## config.mk

```make
export PLATFORM = sky130hd
export DESIGN_NAME = bmp24_stream_decoder_unit
export DESIGN_NICKNAME = d
export VERILOG_FILES = /design/src/rtl/bmp24_pkg.sv /design/src/rtl/bmp24_stream_decoder_unit.sv
export SDC_FILE = /design/constraint.sdc
export NUM_CORES = 1
export LEC_CHECK = 0
export BUFFER_PORTS_ARGS = -buffer_cell sky130_fd_sc_hd__buf_2
export CORE_MARGIN = 8
export CORE_UTILIZATION = 30
export CTS_CLUSTER_DIAMETER = 120
export DETAILED_ROUTE_END_ITERATION = 8
export HOLD_SLACK_MARGIN = 0.02
export SYNTH_ARGS = -nofsm -noshare
export SYNTH_HDL_FRONTEND = slang
export SYNTH_SLANG_ARGS = --single-unit
export TNS_END_PERCENT = 5
```

## constraint.sdc

```tcl
create_clock -name clk -period 11.8 [get_ports clk]
set_input_delay 1.18 -clock clk [delete_from_list [all_inputs] [get_ports clk]]
set_output_delay 1.18 -clock clk [all_outputs]
set_load 0.05 [all_outputs]
```

## src/rtl/bmp24_pkg.sv

```systemverilog
// Shared constants and types for the 24-bit bitmap stream decoder.
package bmp24_pkg;

  localparam int MAX_DIM_DEFAULT = 4096;

  localparam int S_TDATA_W = 8;
  localparam int S_TUSER_W = 1;
  localparam int M_TDATA_W = 56;
  localparam int M_TUSER_W = 1;
  localparam int COORD_W   = 12;

  localparam logic [7:0]  SIG_B     = 8'h42;
  localparam logic [7:0]  SIG_M     = 8'h4D;
  localparam logic [31:0] HDR_OS2   = 32'd12;
  localparam logic [31:0] HDR_V3    = 32'd40;
  localparam logic [31:0] DEPTH_24  = 32'd24;
  localparam logic [31:0] END_OS2   = 32'd26;
  localparam logic [31:0] END_V3    = 32'd54;

  typedef enum logic [2:0] {
    ERR_NONE,
    ERR_SIGNATURE,
    ERR_HEADER,
    ERR_DEPTH,
    ERR_COMPRESSED,
    ERR_TOO_LARGE,
    ERR_OFFSET
  } err_code_t;

  typedef enum logic {
    KIND_PIXEL,
    KIND_ERROR
  } result_kind_t;

  typedef struct packed {
    result_kind_t         kind;
    err_code_t            code;
    logic [7:0]           red;
    logic [7:0]           green;
    logic [7:0]           blue;
    logic [COORD_W-1:0]   col;
    logic [COORD_W-1:0]   row;
    logic                 last;
  } result_t;

endpackage

```

## src/rtl/bmp24_stream_decoder_unit.sv

```systemverilog
// Byte-serial decoder for uncompressed 24-bit bitmap files, RGB pixel stream out.
//
// Input stream: one file byte per request in s_tdata; s_tuser flags the first
// byte of a new file and restarts parsing on that byte. Output stream: one
// request per pixel (m_tuser kind pixel) or one error request that ends the
// file; m_tlast marks the final pixel of the image.
// Throughput is one byte per cycle while s_tready is high; the header, skip and padding
// bytes are consumed without producing output. A result is registered when the
// byte that completes it is taken (into the skid register if one is waiting).
// The output has a two-deep buffer (result register plus skid register), so
// bytes keep flowing while one result waits; s_tready drops only once both
// hold results, and rises again the cycle after the receiver takes one.
// After an error or the last pixel all bytes are dropped until the next
// start-of-file flag.
// Reset (rst, synchronous) empties the output buffer and puts the parser in
// signature state, as if a new file were starting.
module bmp24_stream_decoder_unit #(
  parameter int MAX_DIM = bmp24_pkg::MAX_DIM_DEFAULT
) (
  input  logic                              clk,
  input  logic                              rst,
  input  logic                              s_tvalid,
  output logic                              s_tready,
  input  logic [bmp24_pkg::S_TDATA_W-1:0]   s_tdata,   // [7:0] file_byte
  input  logic [bmp24_pkg::S_TUSER_W-1:0]   s_tuser,   // [0] file_start
  output logic                              m_tvalid,
  input  logic                              m_tready,
  // [2:0] error_code, [10:3] red, [18:11] green, [26:19] blue,
  // [38:27] pixel_column, [50:39] pixel_row, [55:51] zero
  output logic [bmp24_pkg::M_TDATA_W-1:0]   m_tdata,
  output logic [bmp24_pkg::M_TUSER_W-1:0]   m_tuser,   // [0] result_kind
  output logic                              m_tlast    // last_pixel
);
  import bmp24_pkg::*;

  localparam int DIM_W = $clog2(MAX_DIM + 2);

  typedef enum logic [2:0] {
    PH_SIGNATURE,
    PH_HEADER,
    PH_SKIP,
    PH_PIXEL,
    PH_PAD,
    PH_DONE
  } phase_t;

  phase_t            phase, phase_next, cur_phase;
  logic [31:0]       byte_position, byte_position_next, cur_pos;
  logic [31:0]       field_shift, field_shift_next;
  logic [31:0]       data_offset, data_offset_next;
  logic              kind_v3, kind_v3_next;
  logic [DIM_W-1:0]  image_width, image_width_next;
  logic [DIM_W-1:0]  image_height, image_height_next;
  logic [DIM_W-1:0]  column_count, column_count_next;
  logic [DIM_W-1:0]  row_count, row_count_next;
  logic [DIM_W-1:0]  col_inc, row_inc;
  logic [1:0]        byte_in_pixel, byte_in_pixel_next;
  logic [7:0]        saved_blue, saved_blue_next;
  logic [7:0]        saved_green, saved_green_next;
  logic [1:0]        pad_left, pad_left_next;

  logic [7:0]        b;
  logic [1:0]        start_lo, gk;
  logic [31:0]       gathered;
  logic              do_finish, do_err, do_pixel, has_res, is_last;
  err_code_t         err_code;
  result_t           res;

  result_t           out_reg, skid_reg;
  logic              out_valid, skid_valid;
  logic              accept, push, pop;

  function automatic logic [DIM_W-1:0] dimension(input logic [31:0] raw,
                                                 input logic neg);
    logic [DIM_W-1:0] d;
    if (neg) d = '0;
    else if (raw > 32'(MAX_DIM)) d = DIM_W'(MAX_DIM + 1);
    else d = DIM_W'(raw);
    return d;
  endfunction

  assign b         = s_tdata[7:0];
  assign cur_phase = s_tuser[0] ? PH_SIGNATURE : phase;
  assign cur_pos   = s_tuser[0] ? 32'd0 : byte_position;

  // little-endian field assembly; fields start on position ..2 or ..0 mod 4
  always_comb begin
    start_lo = 2'd2;
    if ((!kind_v3 && cur_pos >= 32'd20 && cur_pos <= 32'd25) ||
        (kind_v3 && cur_pos >= 32'd28 && cur_pos <= 32'd29)) begin
      start_lo = 2'd0;
    end
    gk = cur_pos[1:0] - start_lo;
    if (gk == 2'd0) gathered = {24'd0, b};
    else gathered = field_shift | ({24'd0, b} << {gk, 3'b000});
  end

  always_comb begin
    phase_next         = cur_phase;
    byte_position_next = cur_pos;
    field_shift_next   = field_shift;
    data_offset_next   = data_offset;
    kind_v3_next       = kind_v3;
    image_width_next   = image_width;
    image_height_next  = image_height;
    column_count_next  = column_count;
    row_count_next     = row_count;
    byte_in_pixel_next = byte_in_pixel;
    saved_blue_next    = saved_blue;
    saved_green_next   = saved_green;
    pad_left_next      = pad_left;
    do_finish          = 1'b0;
    do_err             = 1'b0;
    do_pixel           = 1'b0;
    has_res            = 1'b0;
    is_last            = 1'b0;
    err_code           = ERR_NONE;
    res                = '0;
    col_inc            = column_count + DIM_W'(1);
    row_inc            = row_count + DIM_W'(1);

    case (cur_phase)
      PH_SIGNATURE: begin
        if (cur_pos == 32'd0) begin
          field_shift_next   = {24'd0, b};
          byte_position_next = 32'd1;
        end else begin
          byte_position_next = 32'd2;
          if (field_shift[7:0] != SIG_B || field_shift[31:8] != '0 || b != SIG_M) begin
            do_err   = 1'b1;
            err_code = ERR_SIGNATURE;
          end else begin
            phase_next = PH_HEADER;
          end
        end
      end
      PH_HEADER: begin
        byte_position_next = cur_pos + 32'd1;
        if (cur_pos >= 32'd10 && cur_pos <= 32'd13) begin
          field_shift_next = gathered;
          if (cur_pos == 32'd13) data_offset_next = gathered;
        end else if (cur_pos >= 32'd14 && cur_pos <= 32'd17) begin
          field_shift_next = gathered;
          if (cur_pos == 32'd17) begin
            kind_v3_next = (gathered == HDR_V3);
            if (gathered != HDR_OS2 && gathered != HDR_V3) begin
              do_err   = 1'b1;
              err_code = ERR_HEADER;
            end
          end
        end else if (cur_pos >= 32'd18 && !kind_v3) begin
          if (cur_pos <= 32'd19) begin
            field_shift_next = gathered;
            if (cur_pos == 32'd19) image_width_next = dimension(gathered, gathered[15]);
          end else if (cur_pos <= 32'd21) begin
            field_shift_next = gathered;
            if (cur_pos == 32'd21) image_height_next = dimension(gathered, gathered[15]);
          end else if (cur_pos >= 32'd24 && cur_pos <= 32'd25) begin
            field_shift_next = gathered;
            if (cur_pos == 32'd25) begin
              if (gathered != DEPTH_24) begin
                do_err   = 1'b1;
                err_code = ERR_DEPTH;
              end else begin
                do_finish = 1'b1;
              end
            end
          end
        end else if (cur_pos >= 32'd18) begin
          if (cur_pos <= 32'd21) begin
            field_shift_next = gathered;
            if (cur_pos == 32'd21) image_width_next = dimension(gathered, gathered[31]);
          end else if (cur_pos <= 32'd25) begin
            field_shift_next = gathered;
            if (cur_pos == 32'd25) image_height_next = dimension(gathered, gathered[31]);
          end else if (cur_pos >= 32'd28 && cur_pos <= 32'd29) begin
            field_shift_next = gathered;
            if (cur_pos == 32'd29 && gathered != DEPTH_24) begin
              do_err   = 1'b1;
              err_code = ERR_DEPTH;
            end
          end else if (cur_pos >= 32'd30 && cur_pos <= 32'd33) begin
            field_shift_next = gathered;
            if (cur_pos == 32'd33) begin
              if (gathered != 32'd0) begin
                do_err   = 1'b1;
                err_code = ERR_COMPRESSED;
              end else begin
                do_finish = 1'b1;
              end
            end
          end
        end
      end
      PH_SKIP: begin
        if (cur_pos < data_offset) begin
          byte_position_next = cur_pos + 32'd1;
        end else begin
          phase_next = PH_PIXEL;
          do_pixel   = 1'b1;
        end
      end
      PH_PIXEL: do_pixel = 1'b1;
      PH_PAD: begin
        pad_left_next = pad_left - 2'd1;
        if (pad_left == 2'd1) phase_next = PH_PIXEL;
      end
      default: ;
    endcase

    if (do_finish) begin
      if (image_width > DIM_W'(MAX_DIM) || image_height > DIM_W'(MAX_DIM)) begin
        do_err   = 1'b1;
        err_code = ERR_TOO_LARGE;
      end else if (data_offset < (kind_v3 ? END_V3 : END_OS2)) begin
        do_err   = 1'b1;
        err_code = ERR_OFFSET;
      end else if (image_width == '0 || image_height == '0) begin
        phase_next = PH_DONE;
      end else begin
        phase_next         = PH_SKIP;
        column_count_next  = '0;
        row_count_next     = '0;
        byte_in_pixel_next = 2'd0;
      end
    end

    if (do_err) begin
      has_res    = 1'b1;
      res.kind   = KIND_ERROR;
      res.code   = err_code;
      phase_next = PH_DONE;
    end

    if (do_pixel) begin
      case (byte_in_pixel)
        2'd0: begin
          saved_blue_next    = b;
          byte_in_pixel_next = 2'd1;
        end
        2'd1: begin
          saved_green_next   = b;
          byte_in_pixel_next = 2'd2;
        end
        default: begin
          byte_in_pixel_next = 2'd0;
          is_last   = (col_inc == image_width) && (row_inc == image_height);
          has_res   = 1'b1;
          res.kind  = KIND_PIXEL;
          res.code  = ERR_NONE;
          res.red   = b;
          res.green = saved_green;
          res.blue  = saved_blue;
          res.col   = COORD_W'(column_count);
          res.row   = COORD_W'(row_count);
          res.last  = is_last;
          if (is_last) begin
            phase_next        = PH_DONE;
            column_count_next = col_inc;
          end else if (col_inc >= image_width) begin
            column_count_next = '0;
            row_count_next    = row_inc;
            pad_left_next     = image_width[1:0];
            if (image_width[1:0] != 2'd0) phase_next = PH_PAD;
          end else begin
            column_count_next = col_inc;
          end
        end
      endcase
    end
  end

  assign s_tready = !skid_valid;
  assign accept   = s_tvalid && s_tready;
  assign push     = accept && has_res;
  assign pop      = out_valid && m_tready;

  always_ff @(posedge clk) begin
    if (rst) begin
      phase         <= PH_SIGNATURE;
      byte_position <= '0;
      byte_in_pixel <= 2'd0;
      out_valid     <= 1'b0;
      skid_valid    <= 1'b0;
    end else begin
      if (accept) begin
        phase         <= phase_next;
        byte_position <= byte_position_next;
        field_shift   <= field_shift_next;
        data_offset   <= data_offset_next;
        kind_v3       <= kind_v3_next;
        image_width   <= image_width_next;
        image_height  <= image_height_next;
        column_count  <= column_count_next;
        row_count     <= row_count_next;
        byte_in_pixel <= byte_in_pixel_next;
        saved_blue    <= saved_blue_next;
        saved_green   <= saved_green_next;
        pad_left      <= pad_left_next;
      end
      if (skid_valid) begin
        if (pop) begin
          out_reg    <= skid_reg;
          skid_valid <= 1'b0;
        end
      end else if (push && out_valid && !pop) begin
        skid_reg   <= res;
        skid_valid <= 1'b1;
      end else if (push) begin
        out_reg   <= res;
        out_valid <= 1'b1;
      end else if (pop) begin
        out_valid <= 1'b0;
      end
    end
  end

  assign m_tvalid = out_valid;
  assign m_tdata  = {5'd0, out_reg.row, out_reg.col, out_reg.blue, out_reg.green,
                     out_reg.red, out_reg.code};
  assign m_tuser  = out_reg.kind;
  assign m_tlast  = out_reg.last;

`ifndef SYNTH
  a_skid_behind_out: assert property (@(posedge clk) disable iff (rst)
    skid_valid |-> out_valid)
    else $error("skid register holds a result while result register is empty");

  a_pixel_no_code: assert property (@(posedge clk) disable iff (rst)
    (out_valid && out_reg.kind == KIND_PIXEL) |-> out_reg.code == ERR_NONE)
    else $error("pixel result carries an error code");

  a_error_has_code: assert property (@(posedge clk) disable iff (rst)
    (out_valid && out_reg.kind == KIND_ERROR) |-> (out_reg.code != ERR_NONE && !out_reg.last))
    else $error("error result without code or flagged last");

  a_column_in_row: assert property (@(posedge clk) disable iff (rst)
    (phase == PH_PIXEL) |-> column_count < image_width)
    else $error("column counter ran past image width");

  a_pad_pending: assert property (@(posedge clk) disable iff (rst)
    (phase == PH_PAD) |-> pad_left != 2'd0)
    else $error("padding state with nothing to drop");
`endif

endmodule
```

==> results_dict.tcl, run 1 <==
set metrics [dict create \
    largest_register_ffs 53 \
    multiInputGateArea_um2 6960 \
    ios 73 \
    drc 0 \
    firstDrtPassIters 5 \
    rsz0062_at_grt "false" \
    drv_cap 0 \
    synth_warnings 0 \
    avgSynthCellArea_um2 10.5 \
    dp_slack_ns 5.39 \
    grt-busiest-layer "met2" \
    reg2reg_slack_ns 6.44 \
    htreeDepth 1 \
    tightest_slew_ns 0.920 \
    synth_compound_area_share_pct 13.4 \
    fin_area_um2 17700 \
    finalWorstSetupSlack_ns 5.88 \
    required_ns 12.04 \
    num-nets-final 1597 \
    async_flop_share_pct 0 \
    fin_skew_ns 0.0171 \
    first_global_vias 11900 \
    crit_path_end_kind "register" \
    post_cts_resized 0 \
    start_util_pct 30.4 \
    cts_setup_buffers 0 \
    clk_pin_slew_worst_paths_ns 0.06 \
    hold_depth 2 \
    ant_nets 0 \
    ys.flop_type "edfxtp_1" \
    netlist_area_um2 15600 \
    die_y_um 244 \
    p_leak_uw 0.00645 \
    synth-adder-area-share_pct 4.20 \
    worstPathArrival_ns 6.16 \
    cts_tree "yes" \
    synth-simple-area-share_pct 19.9 \
    synth_seq_area_share_pct 51.3 \
    min_from "byte_position[12]" \
    wl_per_cell_um 19.4 \
    fillerInstances 5138 \
    cp_slowest_cell "nand2b_1" \
    startpoint_type "input pin" \
    antenna_found_initial 1 \
    dpl_cell_area_um2 16600 \
    yosys.cell_count.top_type "edfxtp_1" \
    areaGrowthSynthToFinish_pct 13.1 \
    period_minus_slack_ns 5.92 \
    vias_per_cell 5.34 \
    hold_viol_final 0 \
    hpwl_um 31100 \
    setup_viol_count_final 0 \
    clk_path_buf_depth 3 \
    yosysTopAreaCell "edfxtp_1" \
    synth_edf_count 241 \
    slew_viol_final 0 \
    grt_pass1_wl_um 67900 \
    synth_common_cells "241 x edfxtp_1, 152 x nand2_1, 121 x nor2_1" \
    final_layout_size_suffix_gt1_share_pct 14.8 \
    globalRouteMet2Util_pct 24.2 \
    place.gp.congestion 0.923 \
    die_w_um 244 \
    core_region_area_um2 51400 \
    grtUsageMet3_pct 2.54 \
    p_per_area_nw_per_um2 127 \
    cp.buffers_inverters 4 \
    vias 12000 \
    fin_crit_sh_pct 50.2 \
    crit_fanout 55 \
    slew_headroom_pct 37.8 \
    num_rows 83 \
    synth_mux_area_share_pct 4.04 \
    fmax_ghz 0.169 \
    hold_end "byte_position[12]" \
    cts_buffers 30 \
    port_buffers 67 \
    r2r_end "row_count[7]" \
    vdd_drop_max_v 0.000114 \
    grt_usage_pct 13.9 \
    grt_start_max_net_pins 56 \
    fin_tns_setup_ns 0 \
    drt_iter0_markers 1118 \
    synth_cell_types 100 \
    die-area_um2 59600 \
    synth_xor_area_share_pct 2.52 \
    clk_latency_ns 0.59 \
    synth.area.top_cells "edfxtp_1 46%, dfxtp_1 5.0%, ha_1 4.0%, nand2_1 3.7%, mux2_2 3.2%" \
    path_cells "buf_2 > buf_4 > nand2b_1 > inv_1 > ha_1 > and4b_1 > o2111ai_1 > o311ai_0 > a31oi_1 > nand2_1 > o31ai_1 > a31oi_1 > a21oi_2 > a21oi_4 > buf_4" \
    crit_family "compound AO/OA/AOI/OAI gates" \
    grt_overflow_total 0 \
    root_buffer "clkbuf_16" \
    rr_worst_depth 16 \
    crit_type "in2reg" \
    finalWirelength_um 43400 \
    area.sequential_um2 8020 \
    r2r_start "column_count[0]" \
    max_stage_delay_ns 0.64 \
    clkSinkCount 280 \
    final_util_pct 34.4 \
    status "finished, final reports clean" \
    cts_hold_buf 0 \
    synth_top_family_by_area "simple AND/OR/NAND/NOR gates" \
    groute.layer.met1.usage_pct 17.7 \
    ys_seq_elements 280 \
    yosysTopAreaCellShare_pct 46.3 \
    hold_path.class "reg2reg" \
    syn-instance-count 1492 \
]
## layout make-up
cell class                 count  area share, %
antenna                        1         0.0142
clock buffer                  39           4.56
inverter                      88           1.87
clock inverter                17           1.23
multi-input combinational   1048           39.4
timing repair buffer          86           2.71
tap                          680           4.82
sequential                   280           45.4
## report_power, final
group | total (uW) | internal [uW] | switching [uW]
Clock | 981 | 571 | 410
Sequential | 1100 | 1090 | 13.9
Combinational | 158 | 40.2 | 117
## worst max-delay path by stage
stage / startpoint / endpoint / cells past startpoint
2_1_floorplan: s_tuser / m_tdata[0] / 20
3_3_place_gp: s_tuser / skid_reg[27] / 15
3_5_place_dp: s_tuser / m_tdata[8] / 15
4_1_cts: s_tuser / skid_reg[37] / 15
5_1_grt: s_tuser / skid_reg[43] / 13
6_report: s_tuser / skid_reg[44] / 15
## kinds of logic (layout without fill, tap and decap cells)
family | after synthesis | in the layout
multiplexers | 57 | 57
flip-flops | 280 | 280
buffers and inverters | 168 | 230
adder cells (fa/ha/maj) | 53 | 53
XOR/XNOR | 45 | 45
AO/OA/AOI/OAI | 286 | 286
other | 1 | 6
AND/OR/NAND/NOR | 602 | 602
## cells in the final DEF (no fill, tap or decap), drive strengths merged, types with 7 or more instances in the layout
| cell type | n |
|---|---|
| a211oi | 9 |
| clkbuf | 39 |
| or4 | 14 |
| a31oi | 12 |
| a21o | 11 |
| mux2i | 12 |
| nand3 | 64 |
| nand2 | 154 |
| dfxtp | 39 |
| mux2 | 45 |
| or3 | 13 |
| o2bb2ai | 9 |
| clkinv | 12 |
| and4 | 7 |
| o2111ai | 7 |
| ha | 50 |
| a32oi | 8 |
| a21oi | 67 |
| o21ai | 38 |
| xor2 | 13 |
| and2 | 58 |
| and3 | 12 |
| xnor2 | 32 |
| nand4 | 22 |
| o31ai | 17 |
| nor4 | 40 |
| inv | 89 |
| nor2b | 31 |
| o22ai | 15 |
| nor2 | 124 |
| a22o | 19 |
| edfxtp | 241 |
| or2 | 7 |
| buf | 86 |
| nor3 | 33 |
## worst reg2reg max path: stages (launching register included)
cell and delay (ns):
edfxtp_1 0.45, ha_1 0.27, nand3_1 0.19, nor4_1 0.73, and3_1 0.29, xor2_1 0.26, ha_1 0.19, nand2_1 0.08
nor4_1 0.48, o2111ai_1 0.20, nor4b_1 0.30, o2111ai_1 0.34, a21boi_2 0.34, o211ai_2 0.12, buf_4 0.31, mux2_2 0.38
a21o_1 0.18
## metrics by stage
step	instances	power, uW	hold WS (ns)
floorplan	1496	1230	0.445
global placement	2182	1280	0.476
detailed placement	2182	1280	0.495
CTS	2238	2260	0.508
global route	2238	2310	0.526
finish	2239	2240	0.503
## layer usage
metal	vias to the layer above	routed length, um	share of wire (%)
met5	-	0	0
li1	5632	-	-
met1	5853	18700	43
met3	85	2620	6.0
met2	386	21100	48
met4	0	1050	2.4
Power figures use the tool's default switching activity.
==> inputs of run 2 (changes only) <==
==> constraint.sdc (replaced) <==
create_clock -name clk -period 4.9 [get_ports clk]
set_input_delay 0.49 -clock clk [delete_from_list [all_inputs] [get_ports clk]]
set_output_delay 0.49 -clock clk [all_outputs]
set_load 0.05 [all_outputs]
==> run 2 against run 1 <==
  * Combinational power increased to 2.5 times the previous value
  * Die area did not move
  * Wire length up 2.4%
==> results_dict.tcl, run 2 (same netlist as run 1, synthesis figures left out) <==
set metrics [dict create \
    required_ns 5.23 \
    tightest_slew_ns 0.799 \
    final_layout_size_suffix_gt1_share_pct 16.3 \
    r2r_start "column_count[0]" \
    crit_path_end_kind "register" \
    hold_depth 3 \
    rsz0062_at_grt "false" \
    cts_buffers 30 \
    clk_pin_slew_worst_paths_ns 0.06 \
    crit_type "reg2reg" \
    drc 0 \
    fin_tns_setup_ns 0 \
    core_region_area_um2 51400 \
    reg2reg_slack_ns 0.48 \
    grt_start_max_net_pins 51 \
    final_cell_mix "241 x edfxtp_1, 152 x nand2_1, 120 x nor2_1" \
    fillerInstances 5189 \
    ios 73 \
    grt_pass1_wl_um 70500 \
    r2r_end "row_count[9]" \
    cts_hold_buf 0 \
    dp_slack_ns 0.385 \
    finalWirelength_um 44500 \
    startpoint_type "register" \
    antenna_found_initial 1 \
    vias 12000 \
    die_w_um 244 \
    firstDrtPassIters 5 \
    start_util_pct 30.4 \
    cp_slowest_cell "edfxtp_1" \
    final_util_pct 34.8 \
    areaGrowthSynthToFinish_pct 14.4 \
    dpl_cell_area_um2 16900 \
    first_global_vias 11900 \
    grt_usage_pct 14.5 \
    hold_path.class "in2reg" \
    num-nets-final 1622 \
    path_cells "ha_1 > nand3_1 > nor4_1 > buf_4 > and3_1 > xor2_1 > ha_1 > nand2_1 > nor4_2 > o2111ai_1 > nor4b_1 > o2111ai_1 > a21boi_2 > o211ai_2 > buf_4 > mux2i_1 > o22ai_1" \
    setup_viol_count_final 0 \
    hold_viol_final 0 \
    period_minus_slack_ns 4.42 \
    rr_worst_depth 17 \
    ant_nets 0 \
    min_from "m_tready" \
    vdd_drop_max_v 0.000243 \
    final_common_cell "edfxtp_1" \
    wl_per_cell_um 19.7 \
    grt_overflow_total 0 \
    slew_viol_final 0 \
    fmax_ghz 0.226 \
    hpwl_um 32600 \
    largest_register_ffs 53 \
    status "finished, final reports clean" \
    p_leak_uw 0.00658 \
    finalWorstSetupSlack_ns 0.476 \
    clkSinkCount 280 \
    p_total_uw 5370 \
    drt_iter0_markers 985 \
    worstPathArrival_ns 4.76 \
    max_stage_delay_ns 0.44 \
    fin_skew_ns 0.0181 \
    crit_fanout 13 \
    hold_end "skid_valid" \
    die-area_um2 59600 \
    drv_cap 0 \
    root_buffer "clkbuf_16" \
    port_buffers 67 \
    htreeDepth 1 \
    die_y_um 244 \
    fin_crit_sh_pct 90.3 \
    slew_headroom_pct 46.7 \
    clk_path_buf_depth 3 \
    diodes 0 \
    vias_per_cell 5.32 \
    cts_tree "yes" \
    fin_area_um2 17900 \
    num_rows 83 \
    clk_latency_ns 0.59 \
    p_per_area_nw_per_um2 301 \
    place.gp.congestion 0.940 \
]
-- run 2: cell types whose count changed in the layout (fill, tap and decap cells not counted), sizes merged --
| cell | delta |
|---|---|
| clkbuf | -5 |
| clkinvlp | +4 |
| diode | -1 |
| buf | +25 |
| clkinv | -1 |
-- run 2: final cells by class --
| cell class | count | area, um^2 | share of cell area (%) |
|---|---|---|---|
| clock buffer | 34 | 766 | 4.29 |
| clock inverter | 20 | 230 | 1.29 |
| inverter | 88 | 330 | 1.85 |
| multi-input combinational | 1048 | 6980 | 39.1 |
| sequential | 280 | 8020 | 44.9 |
| tap | 680 | 851 | 4.76 |
| timing repair buffer | 111 | 691 | 3.87 |
-- run 2: through the flow --
| step | hold slack [ns] | std cells |
|---|---|---|
| floorplan | 0.445 | 1496 |
| global placement | 0.473 | 2207 |
| detailed placement | 0.482 | 2207 |
| CTS | 0.184 | 2261 |
| global route | 0.208 | 2261 |
| finish | 0.218 | 2261 |
-- run 2: power breakdown --
| group | internal, uW | switching [uW] | leakage, uW | total, uW |
|---|---|---|---|---|
| clock network | 1340 | 983 | 0.000476 | 2320 |
| registers | 2620 | 33.2 | 0.00268 | 2660 |
| logic | 106 | 289 | 0.00343 | 395 |
-- run 2: layer usage --
| layer | track usage (%) | wire (um) |
|---|---|---|
| met5 | 0 | 13 |
| met1 | 19.2 | 19500 |
| met2 | 24.8 | 21400 |
| met4 | 3.59 | 1120 |
| met3 | 2.17 | 2460 |
-- run 2: repair_timing --
| item | in CTS | in global routing |
|---|---|---|
| setup buffers | 0 | 0 |
| resized for setup | 0 | 1 |
| setup endpoints to repair | 0 | 3 |
-- run 2: worst max-delay path: cells and delay by family (launching register included) --
kind | cells | cell delay, ns
adders and majority gates | 2 | 0.55
AOI/OAI and AO/OA | 5 | 0.98
xor gates and xnor gates | 1 | 0.09
buffers and inverters | 2 | 0.50
muxes | 1 | 0.20
DFF | 1 | 0.44
and+or+nand+nor | 6 | 1.40
-- run 2: worst max path at each step --
stage / to / cells after the start / slack [ns] / startpoint
floorplan: skid_reg[0] / 17 / -0.34 / s_tuser
global placement: skid_reg[33] / 13 / 0.47 / s_tuser
detailed placement: row_count[9] / 17 / 0.39 / column_count[0]
CTS: row_count[9] / 17 / 0.36 / column_count[0]
global route: row_count[2] / 17 / 0.09 / column_count[0]
finish: row_count[9] / 17 / 0.48 / column_count[0]
==> inputs of run 3 (changes only) <==
--- a/config.mk
+++ b/config.mk
@@ -5,6 +5,7 @@
 export SDC_FILE = /design/constraint.sdc
 export NUM_CORES = 1
 export LEC_CHECK = 0
+export ABC_AREA = 1
 export BUFFER_PORTS_ARGS = -buffer_cell sky130_fd_sc_hd__buf_2
 export CORE_MARGIN = 8
 export CORE_UTILIZATION = 30
==> run 3 against run 2 <==
  * Synthesized cell count up 22%
  * Largest cell class unchanged
  * Hold slack gained 0.012 ns
  * Critical endpoint is now m_tdata[12]
  * Flip-flop and latch count did not move
  * Global-route usage down 0.62 points
  * Sequential power is 2% higher
  * Highest routed layer is now met4
  * Clock skew hardly changed
==> results_dict.tcl, run 3 <==
set metrics [dict create \
    status "finished, final reports clean" \
    die_w_um 246 \
    switchingPower_uw 1730 \
    fin_skew_ns 0.0181 \
    clk_path_buf_depth 3 \
    final_layout_size_suffix_gt1_share_pct 13.6 \
    die-area_um2 60300 \
    port_buffers 67 \
    numPlacedInstances 2566 \
    vdd_drop_max_v 0.000197 \
    wl_per_cell_um 16.5 \
    vias 12800 \
    final_cells 2640 \
    largest_register_ffs 53 \
    p_int_uw 4470 \
    drv_cap 0 \
    grt_start_max_net_pins 59 \
    first_global_vias 12600 \
    comb_power_share_pct 14.6 \
    grt_usage_pct 13.9 \
    core_region_area_um2 52300 \
    startpoint_type "register" \
    synth_seq_area_share_pct 50.7 \
    cts_buffers 34 \
    final_cell_mix "427 x nand2_1, 260 x inv_1, 241 x edfxtp_1" \
    reg2reg_slack_ns 0.32 \
    p_per_area_nw_per_um2 336 \
    hold_path.class "in2reg" \
    netlist_area_um2 15800 \
    clkSinkCount 280 \
    final_common_cell "nand2_1" \
    avgSynthCellArea_um2 8.65 \
    place.gp.congestion 0.916 \
    slew_viol_final 0 \
    p_leak_uw 0.00794 \
    ys_seq_elements 280 \
    async_flop_share_pct 0 \
    worstPathArrival_ns 4.83 \
    required_ns 5.15 \
    ys.flop_type "edfxtp_1" \
    crit_type "reg2reg" \
    area.sequential_um2 8020 \
    drt_iter0_markers 991 \
    synth_cell_types 57 \
    final_util_pct 35.2 \
    crit_path_end_kind "register" \
    htreeDepth 2 \
    finalWorstSetupSlack_ns 0.319 \
    holdWs_ns 0.230 \
    grt_pass1_wl_um 68000 \
    dpl_cell_area_um2 17100 \
    r2r_start "byte_position[0]" \
    crit_path_end "m_tdata[12]" \
    hpwl_um 30800 \
    grt_overflow_total 0 \
    synth.area.top_cells "edfxtp_1 46%, nand2_1 10%, inv_1 6.2%, nor2_1 5.0%, dfxtp_1 4.9%" \
    die_y_um 246 \
    antenna_found_initial 0 \
    cp_slowest_cell "dfxtp_1" \
    swShare_pct 27.9 \
    rr_worst_depth 29 \
    num-nets-final 1990 \
    clk_latency_ns 0.54 \
    firstDrtPassIters 7 \
    crit_start "byte_position[0]" \
    synth_common_cells "428 x nand2_1, 261 x inv_1, 241 x edfxtp_1" \
    num_rows 84 \
    drc 0 \
    synth_warnings 0 \
    multiInputGateArea_um2 6540 \
    dp_slack_ns -0.0436 \
    p_seq_share_pct 43.9 \
    start_util_pct 30.2 \
    fillerInstances 5332 \
    diodes 0 \
    fmax_ghz 0.218 \
    period_minus_slack_ns 4.58 \
    cp_common_cell "nand2_1" \
    r2r_end "m_tdata[12]" \
    tightest_slew_ns 0.929 \
    cts_tree "yes" \
    syn-instance-count 1827 \
    ant_nets 0 \
    hold_viol_final 0 \
    areaGrowthSynthToFinish_pct 16.6 \
    max_stage_delay_ns 0.37 \
    finalWirelength_um 43600 \
    synth_edf_count 241 \
    fin_area_um2 18400 \
    yosysTopAreaCell "edfxtp_1" \
    crit_fanout 23 \
    clk_pin_slew_worst_paths_ns 0.06 \
    fin_crit_sh_pct 93.5 \
    ios 73 \
    root_buffer "clkbuf_16" \
    vias_per_cell 4.86 \
    slew_headroom_pct 37.7 \
    yosys.cell_count.top_type "nand2_1" \
    clkPwrFrac_pct 41.5 \
    cts_hold_buf 0 \
    setup_viol_count_final 0 \
    yosysTopAreaCellShare_pct 45.8 \
]
[run 3: cell count changes in the layout (fill, tap and decap cells not counted), moves of 19 or more]
cell / before / now
a22o_1: 19 / 0
and2_1: 58 / 0
inv_1: 87 / 260
mux2_2: 44 / 0
nand2_1: 152 / 427
nand2_2: 2 / 26
nand3_1: 63 / 89
nor2_1: 120 / 203
nor2b_1: 30 / 0
o211ai_1: 4 / 36
o21ai_1: 3 / 22
o221ai_1: 3 / 30
xnor2_1: 32 / 12
xor2_1: 13 / 39
[run 3: power by group through the flow]
stage / sequential (uW) / combinational (uW) / clock (uW)
floorplan: 2870 / 506 / 0
global placement: 2770 / 849 / 0
detailed placement: 2770 / 856 / 0
CTS: 2720 / 862 / 2660
global route: 2730 / 994 / 2730
finish: 2720 / 904 / 2570
[run 3: worst min path at each step]
stage,start,end,slack (ns),cells past startpoint
after detailed placement,byte_position[31],byte_position[31],0.47,2
final,s_tdata[5],saved_blue[5],0.23,1
after global routing,s_tdata[5],saved_blue[5],0.22,1
after global placement,byte_position[20],byte_position[20],0.47,2
after CTS,s_tdata[5],saved_blue[5],0.21,1
after floorplan,byte_position[15],byte_position[15],0.46,2
[run 3: per-stage QoR]
stage / power [uW] / TNS, ns
floorplan: 3370 / -23.59
detailed placement: 3630 / -1.43
global route: 6450 / -0.925
global placement: 3620 / 0
finish: 6190 / 0
CTS: 6240 / 0
[run 3: timing repair]
action	4_1_cts	5_1_grt
gates resized for setup	0	10
setup buffers	0	9
setup endpoints to repair	0	106
endpoints found under the hold margin	0	0
[run 3: cell families (layout without fill, tap and decap cells)]
group	count (synthesis)	count (layout)	share of synthesized area, %
AO/OA/AOI/OAI	223	223	9.00
flip-flops	280	280	50.7
buffers and inverters	335	455	8.59
adder cells (fa/ha/maj)	50	50	3.96
XOR/XNOR	51	51	2.82
AND/OR/NAND/NOR	887	888	24.9
other	1	5	0.0237
[run 3: layout make-up]
| class | count | share of cell area [%] |
|---|---|---|
| Sequential cell | 280 | 43.5 |
| Multi-Input combinational cell | 1217 | 35.4 |
| Inverter | 270 | 5.52 |
| Clock buffer | 38 | 4.81 |
| Timing Repair Buffer | 124 | 4.76 |
| Tap cell | 688 | 4.67 |
| Clock inverter | 23 | 1.31 |
[run 3: critical path: cells and delay by family (launching register included)]
| kind | cells | cell delay, ns |
|---|---|---|
| compound gates | 1 | 0.20 |
| buf+inv | 6 | 0.84 |
| flops | 1 | 0.37 |
| simple gates | 21 | 2.66 |
| fa+ha+maj | 1 | 0.21 |
[run 3: routing by layer]
layer  vias up  routed length (um)  track usage [%]
met3        76                2230             2.28
met2       331               21100             23.6
met5         -                   0                0
met1      6088               18800             17.5
li1       6336                   -                -
met4         0                1440             5.54
